`config.mk`:
```
export PLATFORM = sky130hd
export DESIGN_NAME = tafs_front
export DESIGN_NICKNAME = d
export VERILOG_FILES = /design/src/rtl/core/tafs_pkg.sv /design/src/rtl/core/tafs_front.sv
export SDC_FILE = /design/constraint.sdc
export NUM_CORES = 2
export LEC_CHECK = 0
export BUFFER_PORTS_ARGS = -buffer_cell sky130_fd_sc_hd__buf_2
export CORE_UTILIZATION = 65
export CTS_CLUSTER_SIZE = 8
export DETAILED_ROUTE_END_ITERATION = 16
export PLACE_DENSITY_LB_ADDON = 0.1
export REMOVE_ABC_BUFFERS = 1
export SLEW_MARGIN = 0
export SYNTH_ARGS = -nofsm -noshare
export SYNTH_HDL_FRONTEND = slang
export SYNTH_SLANG_ARGS = --single-unit
```
`constraint.sdc`:
```
create_clock -name clk -period 16.45 [get_ports clk]
set_input_delay 3.29 -clock clk [delete_from_list [all_inputs] [get_ports clk]]
set_output_delay 3.29 -clock clk [all_outputs]
set_load 0.005 [all_outputs]
```
`src/rtl/core/tafs_pkg.sv`:
```
`default_nettype none

package tafs_pkg;

  // Default width of one edge length on the input stream.
  localparam int unsigned LENGTH_WIDTH_DEFAULT = 16;

  // Result field and the stream word that carries it.
  localparam int unsigned AREA_WIDTH       = 31;
  localparam int unsigned AREA_TDATA_WIDTH = 32;
  localparam logic [AREA_WIDTH-1:0] AREA_MAX = {AREA_WIDTH{1'b1}};

  // Number of root bits (one per square root cell) for a given edge width.
  // The Heron product is below 2**(4*len_w+3), so its root fits 2*len_w+2 bits.
  function automatic int unsigned root_width(input int unsigned len_w);
    return 2 * len_w + 2;
  endfunction

  // Partial remainder width carried between square root cells.
  function automatic int unsigned rem_width(input int unsigned len_w);
    return root_width(len_w) + 1;
  endfunction

endpackage

`default_nettype wire

```
`src/rtl/core/tafs_front.sv`:
```
`default_nettype none

module tafs_front #(
  parameter int unsigned LENGTH_WIDTH = tafs_pkg::LENGTH_WIDTH_DEFAULT
) (
  input  logic                                              clk,
  input  logic                                              rst,
  input  logic                                              in_valid,
  output logic                                              in_ready,
  input  logic [LENGTH_WIDTH-1:0]                           side_a,
  input  logic [LENGTH_WIDTH-1:0]                           side_b,
  input  logic [LENGTH_WIDTH-1:0]                           side_c,
  output logic                                              out_valid,
  input  logic                                              out_ready,
  output logic [2*tafs_pkg::root_width(LENGTH_WIDTH)-1:0]   radicand
);
  import tafs_pkg::*;

  localparam int unsigned L     = LENGTH_WIDTH;
  localparam int unsigned H     = L + 1;
  localparam int unsigned RAD_W = 2 * root_width(L);

  // Stage valid bits and per-stage advance strobes.
  logic [3:0] stage_valid;
  logic [3:0] adv;

  always_comb begin
    adv[3] = !stage_valid[3] || out_ready;
    adv[2] = !stage_valid[2] || adv[3];
    adv[1] = !stage_valid[1] || adv[2];
    adv[0] = !stage_valid[0] || adv[1];
  end

  assign in_ready  = adv[0];
  assign out_valid = stage_valid[3];

  always_ff @(posedge clk) begin
    if (rst) begin
      stage_valid <= '0;
    end else begin
      if (adv[0]) stage_valid[0] <= in_valid;
      if (adv[1]) stage_valid[1] <= stage_valid[0];
      if (adv[2]) stage_valid[2] <= stage_valid[1];
      if (adv[3]) stage_valid[3] <= stage_valid[2];
    end
  end

  // Sorting network and Kahan sums.
  logic [L-1:0]   hi1, lo1, mid1, a_s, b_s, c_s;
  logic [L:0]     sum_bc;
  logic           fits;
  logic [L+1:0]   s1_next;
  logic [L-1:0]   s2_next, s3_next;
  logic [L:0]     s4_next;

  always_comb begin
    hi1  = (side_a < side_b) ? side_b : side_a;
    lo1  = (side_a < side_b) ? side_a : side_b;
    mid1 = (lo1 < side_c) ? side_c : lo1;
    c_s  = (lo1 < side_c) ? lo1 : side_c;
    a_s  = (hi1 < mid1) ? mid1 : hi1;
    b_s  = (hi1 < mid1) ? hi1 : mid1;

    sum_bc  = {1'b0, b_s} + {1'b0, c_s};
    fits    = sum_bc > {1'b0, a_s};
    s1_next = (L+2)'(sum_bc) + (L+2)'(a_s);
    // A degenerate triangle gets a zero factor, so its product and area are zero.
    s2_next = fits ? L'(sum_bc - {1'b0, a_s}) : '0;
    s3_next = c_s + (a_s - b_s);
    s4_next = (L+1)'(a_s) + (L+1)'(b_s - c_s);
  end

  logic [L+1:0]   s1;
  logic [L-1:0]   s2, s3;
  logic [L:0]     s4;
  logic [2*H-1:0] p12, p34;
  logic [2*H-1:0] pp_ll, pp_lh, pp_hl, pp_hh;

  always_ff @(posedge clk) begin
    if (adv[0]) begin
      s1 <= s1_next;
      s2 <= s2_next;
      s3 <= s3_next;
      s4 <= s4_next;
    end
    if (adv[1]) begin
      p12 <= (2*H)'(s1) * (2*H)'(s2);
      p34 <= (2*H)'(s3) * (2*H)'(s4);
    end
    // The final product is split into four half-width partial products.
    if (adv[2]) begin
      pp_ll <= (2*H)'(p12[H-1:0])   * (2*H)'(p34[H-1:0]);
      pp_lh <= (2*H)'(p12[H-1:0])   * (2*H)'(p34[2*H-1:H]);
      pp_hl <= (2*H)'(p12[2*H-1:H]) * (2*H)'(p34[H-1:0]);
      pp_hh <= (2*H)'(p12[2*H-1:H]) * (2*H)'(p34[2*H-1:H]);
    end
    if (adv[3]) begin
      radicand <= {pp_hh, pp_ll}
                + (RAD_W'((2*H+1)'(pp_lh) + (2*H+1)'(pp_hl)) << H);
    end
  end

endmodule

`default_nettype wire

```
==> Yosys cells after proc, flatten, opt, wreduce, memory -nomap -nowiden <==
Cells that the tools add are included.
{ "op_classes": {"add_sub_neg": 9, "n_mux": 6, "order_cmp": 4, "n_reduce_logical": 8, "multipliers": 6} }
{ "op_table": {"columns": ["cell", "count"], "rows": [
  ["2-to-1 mux 16 bit", 6],
  ["adder 68 x 52 -> 68 bit", 1],
  ["multiplier 17 x 17 -> 34 bit", 2],
  ["multiplier 17 x 16 -> 33 bit", 2],
  ["less-than comparator 16 bit", 3],
  ["adder 34 x 34 -> 35 bit", 1],
  ["multiplier 18 x 16 -> 34 bit", 1],
  ["multiplier 16 x 17 -> 33 bit", 1],
  ["subtractor 16 bit", 2],
  ["adder 17 x 16 -> 18 bit", 1],
  ["adder 16 x 16 -> 17 bit", 1],
  ["adder 16 x 17 -> 17 bit", 1],
  ["> comparator 17 x 16 -> 1 bit", 1],
  ["subtractor 16 x 16 -> 17 bit", 1],
  ["adder 16 bit", 1],
  ["logical NOT 1 bit", 4],
  ["logical OR 1 bit", 4]
]} }
{ "totals": {"out_inout_bits": 70, "regBits": 342, "wordCells": 48} }

==> Depth between registers and ports, before layout <==
{ "depth": {"ltp_word": 8, "depth_mapped": 53, "ltp_nobuf": 48} }

==> Least setup slack after synthesis <==
OpenSTA, ideal clock, no wires.
{ "synth_path": {"kind": "input to register", "from": "input side_b[9]", "to": "register s2[10], data pin", "n_path_buf": 5, "path_stages": 51, "setup_slack_ns": 3.319, "setup_time_ns": 0.257, "arrival_time_ns": 12.875, "cell_sequence": "inv_1 ha_1 a21o_1 a211oi_1 o2111ai_1 o21ai_2 nand2_2 clkbuf_1 mux2_2 ha_1 a21o_1 a21o_1 a211oi_1 o221a_1 o2111ai_2 nand2_1 buf_2 nand2_1 [15 not listed] fa_1 nor2b_1 o21ai_0 a21boi_0 o21ai_0 a21oi_1 a211oi_1 o41ai_1 xor2_1 ha_1 clkbuf_1 or4_1 nor2_1 nand4_1 o21ai_0 o21a_1 buf_2 nor2_1"} }
{ "synth_between": {"elab_chain_cells": 8, "elab_cells_between_ends": 12, "classes_between": "add/sub: 2; order compare: 4; mux: 6"} }
{ "synth_rtl": {"columns": ["element", "line", "rtl"], "rows": [
  ["start: declaration", "tafs_front.sv:11", "input logic [LENGTH_WIDTH-1:0] side_b,"],
  ["less-than comparator 16 bit", "tafs_front.sv:57, tafs_front.sv:58", null],
  ["2-to-1 mux 16 bit", "tafs_front.sv:58", "lo1 = (side_a < side_b) ? side_a : side_b;"],
  ["less-than comparator 16 bit", "tafs_front.sv:59, tafs_front.sv:60", null],
  ["2-to-1 mux 16 bit", "tafs_front.sv:59", "mid1 = (lo1 < side_c) ? side_c : lo1;"],
  ["less-than comparator 16 bit", "tafs_front.sv:61, tafs_front.sv:62", null],
  ["2-to-1 mux 16 bit", "tafs_front.sv:62", "b_s = (hi1 < mid1) ? hi1 : mid1;"],
  ["adder 16 x 16 -> 17 bit", "tafs_front.sv:64", "sum_bc = {1'b0, b_s} + {1'b0, c_s};"],
  ["subtractor 16 bit or > comparator 17 x 16 -> 1 bit (tied branches)", "tafs_front.sv:68, tafs_front.sv:65", null],
  ["end signal: assignment", "tafs_front.sv:82", "s2 <= s2_next;"],
  ["end: declaration", "tafs_front.sv:74", "logic [L-1:0] s2, s3;"]
]} }
Several ways; a longest one is shown, not always the timed one.
A chain may end at the register's enable or synchronous reset.

==> Worst setup path after layout <==
{ "layout_path": {"from": "input side_b[13]", "to": "register s2[3], data pin"} }
The elaborated chain is that of the path after synthesis.

==> impl_metrics.yaml <==
status:
  status: "finished clean"
placed_design:
  dp.cells: 9496
  hpwl_um: 145000
  port_buffers: 121
  routabilityCongestion: 0.926
  dpl-instance-area_sq_um: 76500
synth:
  yosys.cell_types.count: 91
  synth_warnings: 0
  yosys.area.top_type: "fa_1"
  synthCells: 8118
  synth_edf_count: 334
  synth.area.top_cells: "fa_1 35%, ha_1 14%, edfxtp_1 13%"
  netlist_area_sq_um: 74600
  synth_area_per_cell_sq_um: 9.19
  synth-main-ff-cell: "edfxtp_1"
  yosysMostFrequentCell: "inv_1"
  synth.yosys.seq_area_share: 0.136
  ys_ff_latch: 338
  synth_top_area_frac: 0.353
  ys_async_sr_fraction: 0
  synth_common_cells: "1,584 x inv_1, 1,316 x fa_1, 1,288 x nand2_1"
floorplanning:
  die_w_um: 341
  core_sq_um: 113000
  num_rows: 123
  dieArea_sq_um: 116000
  start_util: 0.659
  die_h_um: 341
  ioPinCount: 122
timing:
  setup_violations: 0
  finClkSkew_ps: 38.9
  max_freq_mhz: 70.1
  maxSlewHeadroom: 0.261
  finalCriticalPeriod_ps: 14270
  rsz0062_at_grt: "no"
  fin_crit_sh: 0.867
  finalHoldViolCount: 0
  slew_violations: 0
  hold_ws_ps: 415
  timing.setup.tns_ps: 0
  worstMarginPinSlew_ps: 1100
cells_and_area:
  nNetsFinal: 10263
  final_area_sq_um: 77900
  regArea_sq_um: 10100
  syn_to_final_growth_pct: 4.50
  drive_gt1_frac: 0.0389
  final_cells: 9567
  multi_input_area_sq_um: 57300
  fillers: 9062
routing:
  highest-signal-layer: "met5"
  wl_met2_um: 91900
  drt_first_pass_iters: 5
  ant_nets: 0
  drt_wl_total_um: 190000
  wl_met1_um: 75200
  wl_per_cell_um: 19.8
  drc: 0
  vias_per_cell: 5.83
  vias: 55743
  drt_iter0_drc: 3841
  wl_met3_um: 14900
setup_path:
  crit_family: "compound AO/OA/AOI/OAI gates"
  critPathRequiredTime_ps: 16830
  critPathSlowestCell: "a21oi_2"
  crit_top_cell: "o21ai_0"
  cp-start-kind: "input port"
  critical_path_class: "input port to flop"
  cp.arrival_ps: 14650
  cpPeakStageDelay_ps: 620
  crit_buf_inv: 7
  worst-path-max-fanout: 25
  setup.worst_path.end_class: "flop"
clock_network:
  clk_path_buf_depth: 3
  clk_latency_ps: 640
  cts.sinks: 338
  post_cts_buffers: 0
  ctsRootBufferMaster: "clkbuf_16"
  cts_tree: "built"
  post_cts_resize_count: 0
  clkTransAtPathRegs_ps: 50
  cts_buffers: 50
  cts_htree_levels: 2
  hold_buffers: 0
grt:
  grt_pass1_wl_um: 312000
  grt_max_degree: 84
  grt-ovfl-total: 0
  grt_antenna_before_repair: 9
  grt_usage: 0.340
  grt_pass1_vias: 59919
run:
  cap_viol_max_count: 0
worst_hold_path:
  hold_class: "flop to flop"
[cell usage in the layout, fill, tap and decap left out, types with 71 or more instances in the layout]
cell type and instances:
a21o_1 127, a21oi_1 229, and2_1 596, buf_2 121
buf_4 90, edfxtp_1 334, fa_1 1316, ha_1 847
inv_1 1582, nand2_1 1286, nor2_1 238, o21a_1 87
o21ai_0 158, xnor2_1 224, xor2_1 71
[path summary, 6_finish.rpt]
check	cells past startpoint	slack (ps)	start	endpoint
max	47	2180	side_b[13]	s2[3]
min	0	420	pp_ll[15]	radicand[15]
max reg2reg	23	8650	s1[10]	p12[33]
min reg2reg	0	420	pp_ll[15]	radicand[15]
[cell type report]
type,count,share of cell area
well taps,1500,0.0241
inverters,1585,0.0763
clock inverters,8,0.00135
multi-input cells,5862,0.735
clock buffers,61,0.0171
repair buffers,211,0.0164
diodes,2,0.0000642
flip-flops and latches,338,0.130
[kinds of logic after synthesis]
logic type / share of synthesized area
adders and majority gates: 0.495
and+or+nand+nor: 0.154
muxes: 0.00104
AOI/OAI and AO/OA: 0.0822
xor gates and xnor gates: 0.0349
buffers and inverters: 0.0967
DFF: 0.136
[stage by stage]
stage,setup slack [ps],utilization
finish,2180,0.689
global route,1180,0.689
CTS,2240,0.689
detailed placement,1600,0.676
global placement,1650,0.676
floorplan,414,-
[per-layer routing]
metal	vias to the layer above	GRT usage
li1	25143	-
met1	27812	0.433
met2	2264	0.583
met3	512	0.0572
met4	12	0.125
met5	-	0
[sequential cells by signal (all words and copies together) (netlist names)]
register	flops
radicand	68
p12	34
pp_hl	34
pp_ll	34
p34	33
pp_hh	33
pp_lh	33
s1	18
s2	16
s4	16
s3	15
stage_valid	4
Power is left out: the tool's default activity adds up to more than one toggle a clock period on the data nets, which glitch-free logic cannot reach.
