===== src/rtl/core/tafs_pkg.sv =====
`default_nettype none

package tafs_pkg;

  // Default width of one edge length on the input stream.
  localparam int unsigned LENGTH_WIDTH_DEFAULT = 16;

  // Result field and the stream word that carries it.
  localparam int unsigned AREA_WIDTH       = 31;
  localparam int unsigned AREA_TDATA_WIDTH = 32;
  localparam logic [AREA_WIDTH-1:0] AREA_MAX = {AREA_WIDTH{1'b1}};

  // Number of root bits (one per square root cell) for a given edge width.
  // The Heron product is below 2**(4*len_w+3), so its root fits 2*len_w+2 bits.
  function automatic int unsigned root_width(input int unsigned len_w);
    return 2 * len_w + 2;
  endfunction

  // Partial remainder width carried between square root cells.
  function automatic int unsigned rem_width(input int unsigned len_w);
    return root_width(len_w) + 1;
  endfunction

endpackage

`default_nettype wire


===== src/rtl/core/tafs_root_cell.sv =====
`default_nettype none

module tafs_root_cell #(
  parameter int unsigned LENGTH_WIDTH = tafs_pkg::LENGTH_WIDTH_DEFAULT
) (
  input  logic                                             clk,
  input  logic                                             rst,
  input  logic                                             in_valid,
  output logic                                             in_ready,
  input  logic [tafs_pkg::rem_width(LENGTH_WIDTH)-1:0]     in_rem,
  input  logic [tafs_pkg::root_width(LENGTH_WIDTH)-1:0]    in_root,
  input  logic [2*tafs_pkg::root_width(LENGTH_WIDTH)-1:0]  in_rad,
  output logic                                             out_valid,
  input  logic                                             out_ready,
  output logic [tafs_pkg::rem_width(LENGTH_WIDTH)-1:0]     out_rem,
  output logic [tafs_pkg::root_width(LENGTH_WIDTH)-1:0]    out_root,
  output logic [2*tafs_pkg::root_width(LENGTH_WIDTH)-1:0]  out_rad
);
  import tafs_pkg::*;

  localparam int unsigned R     = root_width(LENGTH_WIDTH);
  localparam int unsigned REM_W = rem_width(LENGTH_WIDTH);

  // One restoring square root step: bring down two radicand bits and try
  // to append a one to the root.
  logic [REM_W+1:0] rem_shift;
  logic [REM_W+1:0] trial;
  logic             take;

  always_comb begin
    rem_shift = {in_rem, in_rad[2*R-1 -: 2]};
    trial     = (REM_W+2)'({in_root, 2'b01});
    take      = rem_shift >= trial;
  end

  assign in_ready = !out_valid || out_ready;

  always_ff @(posedge clk) begin
    if (rst) begin
      out_valid <= 1'b0;
    end else if (in_ready) begin
      out_valid <= in_valid;
    end
  end

  always_ff @(posedge clk) begin
    if (in_ready) begin
      out_rem  <= take ? REM_W'(rem_shift - trial) : REM_W'(rem_shift);
      out_root <= {in_root[R-2:0], take};
      out_rad  <= {in_rad[2*R-3:0], 2'b00};
    end
  end

endmodule

`default_nettype wire


===== config.mk =====
export PLATFORM = sky130hd
export DESIGN_NAME = tafs_root_cell
export DESIGN_NICKNAME = d
export VERILOG_FILES = /design/src/rtl/core/tafs_pkg.sv /design/src/rtl/core/tafs_root_cell.sv
export SDC_FILE = /design/constraint.sdc
export NUM_CORES = 1
export LEC_CHECK = 0
export BUFFER_PORTS_ARGS = -buffer_cell sky130_fd_sc_hd__buf_4
export CAP_MARGIN = 10
export CORE_AREA = 4 4 143 145
export CTS_CLUSTER_SIZE = 40
export DETAILED_ROUTE_END_ITERATION = 10
export DIE_AREA = 0 0 147 149
export PLACE_DENSITY = 0.66
export SYNTH_ARGS = -nofsm -noshare
export SYNTH_HDL_FRONTEND = slang
export SYNTH_SLANG_ARGS = --single-unit

===== constraint.sdc =====
create_clock -name clk -period 5.39 [get_ports clk]
set_clock_uncertainty 0.05 [all_clocks]
set_input_delay 0.539 -clock clk [delete_from_list [all_inputs] [get_ports clk]]
set_output_delay 0.539 -clock clk [all_outputs]
set_load 0.1 [all_outputs]

# After elaboration in Yosys (flattened, before gate mapping)
# Cells that the tools add are included.
# Widths: inputs -> output; s select.
[word_totals]
ff_bits = 136
input_bits = 141
[classes]
magnitude_cmp = 1
n_addsub = 1
n_reduce_logical = 2
n_mux = 1
[op_table]
columns = ["cell", "count"]
rows = [
  ["$ge 37x36->1", 1],
  ["$mux 35", 1],
  ["$sub 35x35->35", 1],
  ["$logic_not 1->1", 1],
  ["$logic_or 1x1->1", 1],
]

# Depth between registers and ports, before layout
# Gate-level depths: netlist of the first run.
[depth]
ltp_word = 2
mapped_depth = 12

# Worst setup path after synthesis of the first run
# Ideal clock, no wire load.
[synth_timing]
kind = "reg2reg"
from = "register out_valid"
to = "register out_rad[10] in the netlist's numbering, enable pin"
slack_ps = -118
arrival_ps = 4064
n_path_buf = 0
t_required_ps = 3945
stages_incl_launch_ff = 2
path_cell_list = "dfxtp_1 -> nand2b_1"
[synth_via]
elab_chain_cells = 2
[synth_rtl]
columns = ["element", "line_no", "source"]
rows = [
  ["from (decl)", "tafs_root_cell.sv:13", "output logic out_valid,"],
  ["from (signal assigned)", "tafs_root_cell.sv:42", "out_valid <= in_valid;"],
  ["$logic_not 1->1", "tafs_root_cell.sv:36", "assign in_ready = !out_valid || out_ready;"],
  ["$logic_or 1x1->1", "tafs_root_cell.sv:36", ""],
  ["net in_ready", "tafs_root_cell.sv:9", "output logic in_ready,"],
  ["to (signal assigned)", "tafs_root_cell.sv:50", "out_rad <= {in_rad[2*R-3:0], 2'b00};"],
  ["to (decl)", "tafs_root_cell.sv:17", "output logic [2*tafs_pkg::root_width(LENGTH_WIDTH)-1:0] out_rad"],
]
# The timed path passes the listed nets, and every way through them passes these cells.
# A chain may end at the register's enable or synchronous reset.

# Worst setup path in the final report of the first run
[layout_timing]
from = "input in_root[0] in the netlist's numbering"
to = "register out_rem[5] in the netlist's numbering, data pin"
[layout_via]
elab_chain_cells = 2
elab_cells_between_ends = 3
classes_between = "1 x add/sub; 1 x order compare; 1 x mux"
[layout_rtl]
columns = ["element", "line_no", "source"]
rows = [
  ["from (decl)", "tafs_root_cell.sv:11", "input logic [tafs_pkg::root_width(LENGTH_WIDTH)-1:0] in_root,"],
  ["$sub 35x35->35 / $ge 37x36->1 (equally long branches)", "tafs_root_cell.sv:48, tafs_root_cell.sv:33", ""],
  ["$mux 35 (*)", "tafs_root_cell.sv:48", "out_rem <= take ? REM_W'(rem_shift - trial) : REM_W'(rem_shift);"],
  ["to (signal assigned)", "tafs_root_cell.sv:48", ""],
  ["to (decl)", "tafs_root_cell.sv:15", "output logic [tafs_pkg::rem_width(LENGTH_WIDTH)-1:0] out_rem,"],
]
# Every way passes the cells marked *; elsewhere a longest branch is shown, timed or not.

==> reports/metrics.yaml, run 1 <==
final_layout:
  nNetsFinal: 952
  num_antenna_cells: 0
  fill_cells: 1730
  multiInputGateArea_um2: 2250
  regArea_um2: 4070
  mostFrequentLayoutCell: "buf_4"
  drive_gt1_frac: 0.410
  final_cell_mix: "279 x buf_4, 135 x edfxtp_1, 47 x inv_1, 36 x ha_1, 27 x mux2_1"
  syn_to_final_growth_pct: 45.0
  finalNonFillerCells: 1053
  final_util: 0.496
timing:
  hold_violations: 0
  rsz0062_at_grt: "false"
  fmax_mhz: 274
  slew_viol_final: 0
  post-route-period-util: 0.677
  timing.slew.headroom: 0.438
  setup_viol: 0
  fin_tns_setup_ns: 0
  min_period_ns: 3.65
  worst_pin_slew_ns: 0.843
route:
  m1WireLength_mm: 7.33
  routed_wl_mm: 18.1
  vias_per_cell: 4.68
  dr_total_vias: 4928
  drc: 0
  wl_met3_mm: 1.50
  avgRoutedWirePerCell_um: 17.2
  highest-signal-layer: "met4"
  drt-initial-drc-count: 260
  first_pass_iters: 4
  met2WireLength_mm: 9.16
  antenna_left: 0
setup_path:
  start_kind: "input port"
  cp_max_fo: 21
  critPathArrivalTime_ns: 3.76
  slowest_delay_ns: 0.53
  worstSetupEndpointType: "register"
  critPathSlowestCell: "a31oi_4"
  cp.required_ns: 5.50
  crit_type: "input port to register"
  path_cells: "buf_4 -> inv_1 -> ha_1 -> o21ai_1 -> a221oi_2 -> a211oi_1 -> o31ai_2 -> a21oi_2 -> o32a_1 -> a31oi_4 -> buf_12 -> mux2_2"
synth:
  synth.distinct_cells: 55
  synth-simple-area-share: 0.0706
  synth_flop_cell: "edfxtp_1"
  synthAdderAreaFrac: 0.0685
  synthCells: 489
  synth_edf_count: 135
  syn_avg_cell_area_um2: 13.4
  ys_ff_latch: 136
  ys_seq_area_frac: 0.620
  synthXorXnorAreaFrac: 0.0400
  async_flop_share: 0
  synth_compound_area_frac: 0.105
  yosys_warnings: 0
  synthMuxAreaShare: 0.0563
  synth_top_family_by_area: "compound AO/OA/AOI/OAI gates"
  netlist_area_um2: 6570
global_route:
  grt_pass1_wl_mm: 27.4
  grt_pass1_vias: 4947
  grt_max_degree: 59
  grtUsageTotal: 0.161
  globalRouteOverflowTotal: 0
  antenna_found_initial: 0
placed_design:
  routabilityCongestion: 0.802
  dp_cells: 1021
  dp_hpwl_mm: 14.2
  io_buffer_count: 277
status:
  status: "completed"
worst_hold_path:
  hp-class: "input port to register"
die:
  die_area_um2: 21900
  dieWidth_um: 147
  coreArea_um2: 19200
  die_h_um: 149
  io_pins: 280
  initial_core_util: 0.342
  rows: 51
clock_network:
  htree_levels: 4
  clk_pin_slew_ns: 0.06
  post-cts-setup-buffer-count: 0
  ctsResizeCount: 0
  cts_sinks: 136
  clockBufferDepth: 2
  clock_latency_ns: 0.41
  hold_buffers: 0
  clockRootBuffer: "clkbuf_16"
  cts_tree: "yes"
  cts_buffers: 17
power:
  power.leakage_nw: 4.26
  power_density_nw_per_um2: 414
  vdd_drop_max_uv: 223
job:
  drv_cap: 0
[per-layer routing]
layer	vias up	track usage
li1	2401	-
met1	2324	0.193
met2	196	0.280
met3	7	0.0565
met4	0	0.0368
met5	-	0
[cells in the mapped netlist (2+ instances only)]
master	n	area share
edfxtp_1	135	0.62
inv_1	47	0.027
ha_1	36	0.069
mux2_1	27	0.046
a21oi_1	24	0.018
nor2_1	24	0.014
nand2_1	22	0.013
xnor2_1	17	0.023
a21o_1	16	0.018
xor2_1	13	0.017
nand3_1	11	0.0084
o21ai_0	10	0.0076
clkbuf_1	9	0.0051
a211oi_1	8	0.0091
nor3_1	8	0.0061
nand2b_1	7	0.0067
nand4_1	7	0.0067
and3_1	5	0.0048
mux2_2	5	0.0086
o211ai_1	4	0.0046
o21a_1	4	0.0046
or3_1	4	0.0038
a41oi_1	3	0.0040
buf_6	3	0.0051
nor2b_1	3	0.0029
o221ai_1	3	0.0040
a211o_1	2	0.0027
a21boi_0	2	0.0023
buf_4	2	0.0023
nor4_1	2	0.0019
o311ai_0	2	0.0027
[worst paths after layout]
path | slack (ns) | endpoint | depth (start not counted) | start
worst max-delay path | 1.74 | out_rem[5]$_DFFE_PP_ | 12 | in_root[0]
worst min register to register | 1.13 | out_rad[67]$_DFFE_PP_ | 1 | out_valid$_SDFFE_PP0P_
worst min-delay path | 0.22 | out_valid$_SDFFE_PP0P_ | 2 | rst
worst max register to register | 3.27 | out_rad[18]$_DFFE_PP_ | 2 | out_valid$_SDFFE_PP0P_
[kinds of logic (layout without fill, tap and decap cells)]
| logic type | Yosys count | in the layout |
|---|---|---|
| buffers and inverters | 61 | 359 |
| multiplexers | 33 | 33 |
| adder cells (fa/ha/maj) | 36 | 36 |
| AND/OR/NAND/NOR | 96 | 96 |
| other | 1 | 2 |
| flip-flops | 136 | 136 |
| XOR/XNOR | 30 | 30 |
| AO/OA/AOI/OAI | 96 | 96 |
[power breakdown]
| group | switching [mW] | internal (mW) |
|---|---|---|
| clock network | 0.508 | 0.657 |
| registers | 0.0320 | 1.30 |
| logic | 1.10 | 0.351 |
| total | 1.64 | 2.31 |
[metrics by stage]
stage	setup slack (ns)	cell area, um^2	hold WS (ns)	total power, mW
after floorplan	1.70	6580	0.558	2.47
after global placement	1.36	8950	0.644	2.80
after detailed placement	1.26	8950	0.647	2.81
after CTS	1.70	9530	0.205	3.99
after global routing	1.55	9530	0.207	4.10
final	1.74	9530	0.224	3.94
[state kept, by name, summed over array words and instances (netlist names)]
register   flops
out_rad       66
out_rem       35
out_root      34
out_valid      1
[cell type report]
class                           count  area share
Tap cell                          265      0.0348
Clock inverter                     15      0.0165
Inverter                           47      0.0185
Sequential cell                   136       0.427
Timing Repair Buffer              280       0.222
Multi-Input combinational cell    293       0.236
Clock buffer                       17      0.0446
[worst max-delay path, delay by kind of cell]
kind	cells	cell delay, ns
muxes	1	0.35
buffers and inverters	3	0.38
AOI/OAI and AO/OA	7	2.15
adders and majority gates	1	0.34
No activity file was read; power rests on OpenSTA's default activity.
==> run 2: changes to the inputs <==
ABC_AREA = 1   (was unset)
CORE_AREA = 4 4 153 155   (was 4 4 143 145)
DIE_AREA = 0 0 157 159   (was 0 0 147 149)
clock period = 3.2 ns   (was 5.39 ns; I/O delays follow)
==> reports/metrics.yaml, run 2 <==
die:
  die_h_um: 159  # +6.7%
  coreArea_um2: 21800  # +14%
  rows: 54  # +5.9%
  initial_core_util: 0.348  # +0.00599
  io_pins: 280  # unchanged
  dieWidth_um: 157  # +6.8%
  die_area_um2: 25000  # +14%
route:
  routed_wl_mm: 24.2  # +34%
  drt-initial-drc-count: 354  # +36%
  drc: 0  # unchanged
  dr_total_vias: 6466  # +31%
  first_pass_iters: 6  # +2
  vias_per_cell: 4.58  # -2.2%
  avgRoutedWirePerCell_um: 17.2  # -0.34%
  antenna_left: 0  # unchanged
timing:
  slew_viol_final: 0  # unchanged
  setup_viol: 0  # unchanged
  min_period_ns: 2.17
  whs_ns: 0.0221  # -0.202 ns
  worst_pin_slew_ns: 0.748  # -0.0957 ns
  post-route-period-util: 0.679
  fin_tns_setup_ns: 0  # unchanged
  setup_slack_ns: 1.03  # -0.714 ns
  fmax_mhz: 460
  rsz0062_at_grt: "false"
  hold_violations: 0  # unchanged
  timing.slew.headroom: 0.502  # +0.0638
power:
  power.leakage_nw: 5.28  # +24%
  p_sw_frac: 0.416  # +0.00119
  clkPwrFrac: 0.302  # +0.007
  pwr-share-comb: 0.364  # -0.003
  vdd_drop_max_uv: 336  # +50%
  fin_total_pwr_mw: 6.67  # +69%
  p_switching_mw: 2.78  # +70%
  power_density_nw_per_um2: 630  # +52%
  power_frac_seq: 0.334  # -0.004
  intPower_mw: 3.89  # +69%
synth:
  synth_area_leader_cell: "edfxtp_1"
  synth_top_area_frac: 0.534  # -0.0833
  ys_seq_area_frac: 0.536  # -0.0837
  ys_ff_latch: 136  # unchanged
  synthCells: 824  # +69%
  synth-simple-area-share: 0.266  # +0.195
  synth_flop_cell: "edfxtp_1"
  syn_avg_cell_area_um2: 9.22  # -31%
  async_flop_share: 0  # unchanged
  synth.distinct_cells: 37  # -33%
  yosys_warnings: 0  # unchanged
  synthAdderAreaFrac: 0.0593  # -0.00925
  synth_compound_area_frac: 0.0334  # -0.0713
  synth_top_family_by_area: "simple AND/OR/NAND/NOR gates"
  synth.most_common_cell: "nand2_1"
  synthMuxAreaShare: 0  # -0.0563
  synth_edf_count: 135  # unchanged
  ys_top_cells_by_area: "edfxtp_1 53%, nand2_1 13%, inv_1 6.9%"
  netlist_area_um2: 7600  # +16%
  synthXorXnorAreaFrac: 0.0184  # -0.0215
  synthTopCellsByCount: "256 x nand2_1, 139 x inv_1, 135 x edfxtp_1, 63 x nand3_1, 46 x nor2_1"
final_layout:
  largest_reg_flops: 66  # unchanged
  drive_gt1_frac: 0.324  # -0.0857
  num_antenna_cells: 0  # unchanged
  syn_to_final_growth_pct: 39.4
  max_flop_register: "out_rad"
  final_cell_mix: "283 x buf_4, 255 x nand2_1, 139 x inv_1, 135 x edfxtp_1, 63 x nand3_1"
  fill_cells: 2122  # +23%
  final_util: 0.485  # -0.0108
  reg.largest.list: "out_rad (66), out_rem (35), out_root (34)"
  nNetsFinal: 1296  # +36%
  mostFrequentLayoutCell: "buf_4"
clock_network:
  post-cts-setup-buffer-count: 0  # unchanged
  ctsResizeCount: 0  # unchanged
  htree_levels: 4  # unchanged
  clockRootBuffer: "clkbuf_16"
  cts_tree: "yes"
  clockBufferDepth: 2  # unchanged
  cts_sinks: 136  # unchanged
  clock_latency_ns: 0.42  # about the same
  clk_pin_slew_ns: 0.07  # about the same
  hold_buffers: 4  # +4
  cts_buffers: 17  # unchanged
setup_path:
  crit_type: "register to output port"
  critPathSlowestCell: "nand2_8"
  reg2regPathDepth: 2  # unchanged
  worstSetupEndpointType: "output port"
  cp_max_fo: 90  # +330%
  slowest_delay_ns: 0.54  # about the same
  start_kind: "register"
  cp.required_ns: 2.83  # -2.67 ns
  critPathArrivalTime_ns: 1.80  # -1.96 ns
  reg2reg_slack_ns: 1.36  # -1.91 ns
  path_cells: "nand2_8 -> buf_4"
placed_design:
  dp_hpwl_mm: 19.2  # +36%
  io_buffer_count: 277  # unchanged
  pre_cts_slack_ns: 0.657  # -0.603 ns
  routabilityCongestion: 0.877  # +9.4%
global_route:
  grt_pass1_wl_mm: 36.4  # +33%
  grt_pass1_vias: 6492  # +31%
  grt_max_degree: 91  # +54%
  globalRouteOverflowTotal: 0  # unchanged
  antenna_found_initial: 0  # unchanged
  grtUsageTotal: 0.188  # +0.0276
job:
  drv_cap: 0  # unchanged
status:
  status: "completed"
worst_hold_path:
  hp-class: "input port to register"
  hold_path_depth: 1  # -1
==> run 2: cell count changes in the layout (fill, tap and decap cells not counted), moves of 5 or more <==
cell / previous run / this run
nand2b_1: 6 / 0
xnor2_1: 17 / 2
nor2_1: 24 / 46
nand2_2: 0 / 13
mux2_1: 27 / 0
inv_1: 47 / 139
nor2_2: 0 / 10
nand3_2: 0 / 16
mux2_2: 5 / 0
a211oi_1: 8 / 0
nand3b_1: 0 / 9
nand3_1: 11 / 63
nand2_1: 22 / 255
a21o_1: 16 / 1
==> run 2: final timing paths <==
kind	from	endpoint
max	out_valid$_SDFFE_PP0P_	in_ready
min	in_rad[0]	out_rad[2]$_DFFE_PP_
max reg2reg	out_valid$_SDFFE_PP0P_	out_root[9]$_DFFE_PP_
min reg2reg	out_valid$_SDFFE_PP0P_	out_valid$_SDFFE_PP0P_
==> run 2: cells by family after synthesis <==
logic type | Yosys count
flops | 136
fa+ha+maj | 36
buf+inv | 152
simple gates | 438
other cells | 1
compound gates | 45
xor+xnor | 16
==> run 2: through the flow <==
| stage | area, um^2 | cells |
|---|---|---|
| final | 10600 | 1412 |
| after global routing | 10600 | 1412 |
| after CTS | 10600 | 1412 |
| after detailed placement | 9960 | 1376 |
| after global placement | 9960 | 1376 |
| after floorplan | 7610 | 825 |
==> run 2: worst max-delay path: cells and delay by family (launching register included) <==
kind / cells / cell delay (ns)
buffers and inverters: 1 / 0.42
flip-flops: 1 / 0.36
AND/OR/NAND/NOR: 1 / 0.54
==> run 2: layout make-up <==
type	instances	area, um^2	area share
flip-flops and latches	136	4070	0.385
clock inverters	14	161	0.0152
multi-input cells	537	2890	0.273
clock buffers	18	429	0.0405
repair buffers	287	2160	0.204
inverters	140	526	0.0496
well taps	280	350	0.0331
==> run 2: power by group through the flow <==
stage	Combinational (mW)	Clock, mW	Sequential (mW)
after floorplan	0.555	0	3.55
after global placement	2.43	0	2.26
after detailed placement	2.44	0	2.26
after CTS	2.45	2.07	2.23
after global routing	2.56	2.17	2.24
final	2.43	2.01	2.23
==> run 2: per-layer routing <==
| metal | up-vias | part of all wire | global-route usage |
|---|---|---|---|
| met5 | - | 0 | 0 |
| met4 | 0 | 0.014 | 0.0438 |
| met3 | 18 | 0.070 | 0.0424 |
| met2 | 229 | 0.50 | 0.331 |
| met1 | 2947 | 0.41 | 0.235 |
| li1 | 3272 | - | - |
==> run 3: changes to the inputs <==
ABC_AREA = 0   (was 1)
CORE_AREA = 4 4 143 145   (was 4 4 153 155)
DIE_AREA = 0 0 147 149   (was 0 0 157 159)
PLACE_DENSITY = 0.68   (was 0.66)
clock period = 1.85 ns   (was 3.2 ns; I/O delays follow)
==> reports/metrics.yaml, run 3 (same netlist as run 1, synthesis figures left out) <==
status:
  status: "finished with violations"
  violations: "setup timing"
die:
  rows: 51  # -5.6%
  die_h_um: 149  # -6.3%
  io_pins: 280  # unchanged
  coreArea_um2: 19200  # -12%
  initial_core_util: 0.342  # -0.00599
  die_area_um2: 21900  # -12%
  dieWidth_um: 147  # -6.4%
timing:
  fin_tns_setup_ns: -22.67  # -22.67 ns
  whs_ns: 0.0223  # +0.000242 ns
  rsz0062_at_grt: "true"
  fmax_mhz: 397
  min_period_ns: 2.52
  hold_violations: 0  # unchanged
  post-route-period-util: 1.36
  setup_viol: 36  # +36
  slew_viol_final: 0  # unchanged
  setup_slack_ns: -0.671  # -1.70 ns
final_layout:
  drive_gt1_frac: 0.505  # +0.181
  max_flop_register: "out_rad"
  syn_to_final_growth_pct: 84.3
  final_cell_mix: "394 x buf_4, 135 x edfxtp_1, 101 x dlygate4sd3_1, 43 x inv_1, 32 x mux2_4"
  fill_cells: 1463  # -31%
  largest_reg_flops: 66  # unchanged
  reg.largest.list: "out_rad (66), out_rem (35), out_root (34)"
  nNetsFinal: 1185  # -8.6%
  mostFrequentLayoutCell: "buf_4"
  final_util: 0.631  # +0.145
  num_antenna_cells: 0  # unchanged
route:
  antenna_left: 0  # unchanged
  drt-initial-drc-count: 277  # -22%
  drc: 0  # unchanged
  vias_per_cell: 4.60  # +0.48%
  routed_wl_mm: 22.1  # -8.7%
  dr_total_vias: 5917  # -8.5%
  avgRoutedWirePerCell_um: 17.2  # +0.29%
  first_pass_iters: 4  # -2
setup_path:
  critPathArrivalTime_ns: 2.64  # +0.84 ns
  worstSetupEndpointType: "register"
  cp_max_fo: 7  # -92%
  cp.required_ns: 1.97  # -0.86 ns
  crit_type: "input port to register"
  reg2regPathDepth: 3  # +1
  start_kind: "input port"
clock_network:
  cts_buffers: 17  # unchanged
  htree_levels: 4  # unchanged
  cts_sinks: 136  # unchanged
  clk_pin_slew_ns: 0.07  # about the same
  clock_latency_ns: 0.42  # about the same
  clockBufferDepth: 2  # unchanged
  cts_tree: "yes"
  clockRootBuffer: "clkbuf_16"
global_route:
  grt_max_degree: 53  # -42%
  grtUsageTotal: 0.197  # +0.00872
  grt_pass1_vias: 6296  # -3.0%
  globalRouteOverflowTotal: 0  # unchanged
  grt_pass1_wl_mm: 33.6  # -7.7%
  antenna_found_initial: 0  # unchanged
power:
  power.leakage_nw: 5.56  # +5.4%
  power_density_nw_per_um2: 1040  # +65%
  vdd_drop_max_uv: 654  # +95%
worst_hold_path:
  hp-class: "input port to register"
  hold_path_depth: 2  # +1
placed_design:
  pre_cts_slack_ns: -1.24  # -1.90 ns
  dp_hpwl_mm: 15.4  # -20%
  routabilityCongestion: 0.861  # -1.9%
  io_buffer_count: 277  # unchanged
job:
  drv_cap: 0  # unchanged
## run 3: cell types whose count changed in the layout (fill, tap and decap cells not counted), sizes merged, moves of 10 or more
cell / change
buf: +129
dlygate4sd3: +97
mux2: +32
nor2: -36
inv: -93
nand3b: -10
a21o: +15
nand3: -68
nand2: -248
xnor2: +15
## run 3: final timing paths
kind                                        startpoint                endpoint  slack (ns)
worst min register to register  out_valid$_SDFFE_PP0P_   out_rad[65]$_DFFE_PP_        0.70
worst max-delay path                        in_root[1]   out_rem[25]$_DFFE_PP_       -0.67
worst min-delay path                        in_rem[29]   out_rem[31]$_DFFE_PP_        0.02
worst max register to register  out_valid$_SDFFE_PP0P_  out_valid$_SDFFE_PP0P_        0.41
## run 3: critical path, stage by stage
cell and delay [ns]:
buf_12 0.09, inv_12 0.03, ha_4 0.26, o21ai_4 0.06, a221oi_4 0.31, a211oi_2 0.15, o31ai_2 0.29, a21oi_2 0.11
o32a_1 0.35, a31oi_4 0.21, buf_6 0.16, buf_12 0.14, mux2_4 0.30
## run 3: cell type report
cell class	count	area [um^2]	area share
well taps	265	332	0.0274
repair buffers	513	4300	0.355
multi-input cells	293	2620	0.216
inverters	47	191	0.0158
clock buffers	18	429	0.0354
clock inverters	14	165	0.0136
flip-flops and latches	136	4080	0.337
## run 3: routing by layer
layer  vias to the layer above  track usage  wire [um]
li1                       2873            -          -
met4                         0       0.0708        495
met3                        31       0.0520       1460
met1                      2806        0.218       8530
met5                         -            0          0
met2                       207        0.365      11600
## run 3: what timing repair did
| action | CTS | global route |
|---|---|---|
| endpoints found under the setup margin | 36 | 36 |
| buffers inserted | 4 | 3 |
| hold buffers | 101 | 0 |
| pin swaps | 5 | 7 |
| resized for setup | 47 | 25 |
| gates cloned | 4 | 0 |
| endpoints found under the hold margin | 100 | 0 |
## run 3: metrics by stage
step                power, mW  cell area, um^2  std cells
floorplan                7.27             6700        490
global placement         8.57            10000       1142
detailed placement       8.61            10000       1142
CTS                      12.6            11900       1283
global route             13.0            12100       1286
finish                   12.6            12100       1286
## run 3: report_power, final
group          internal, mW  switching [mW]
clock network          2.03            1.44
logic                  1.74            3.46
registers              3.79           0.102
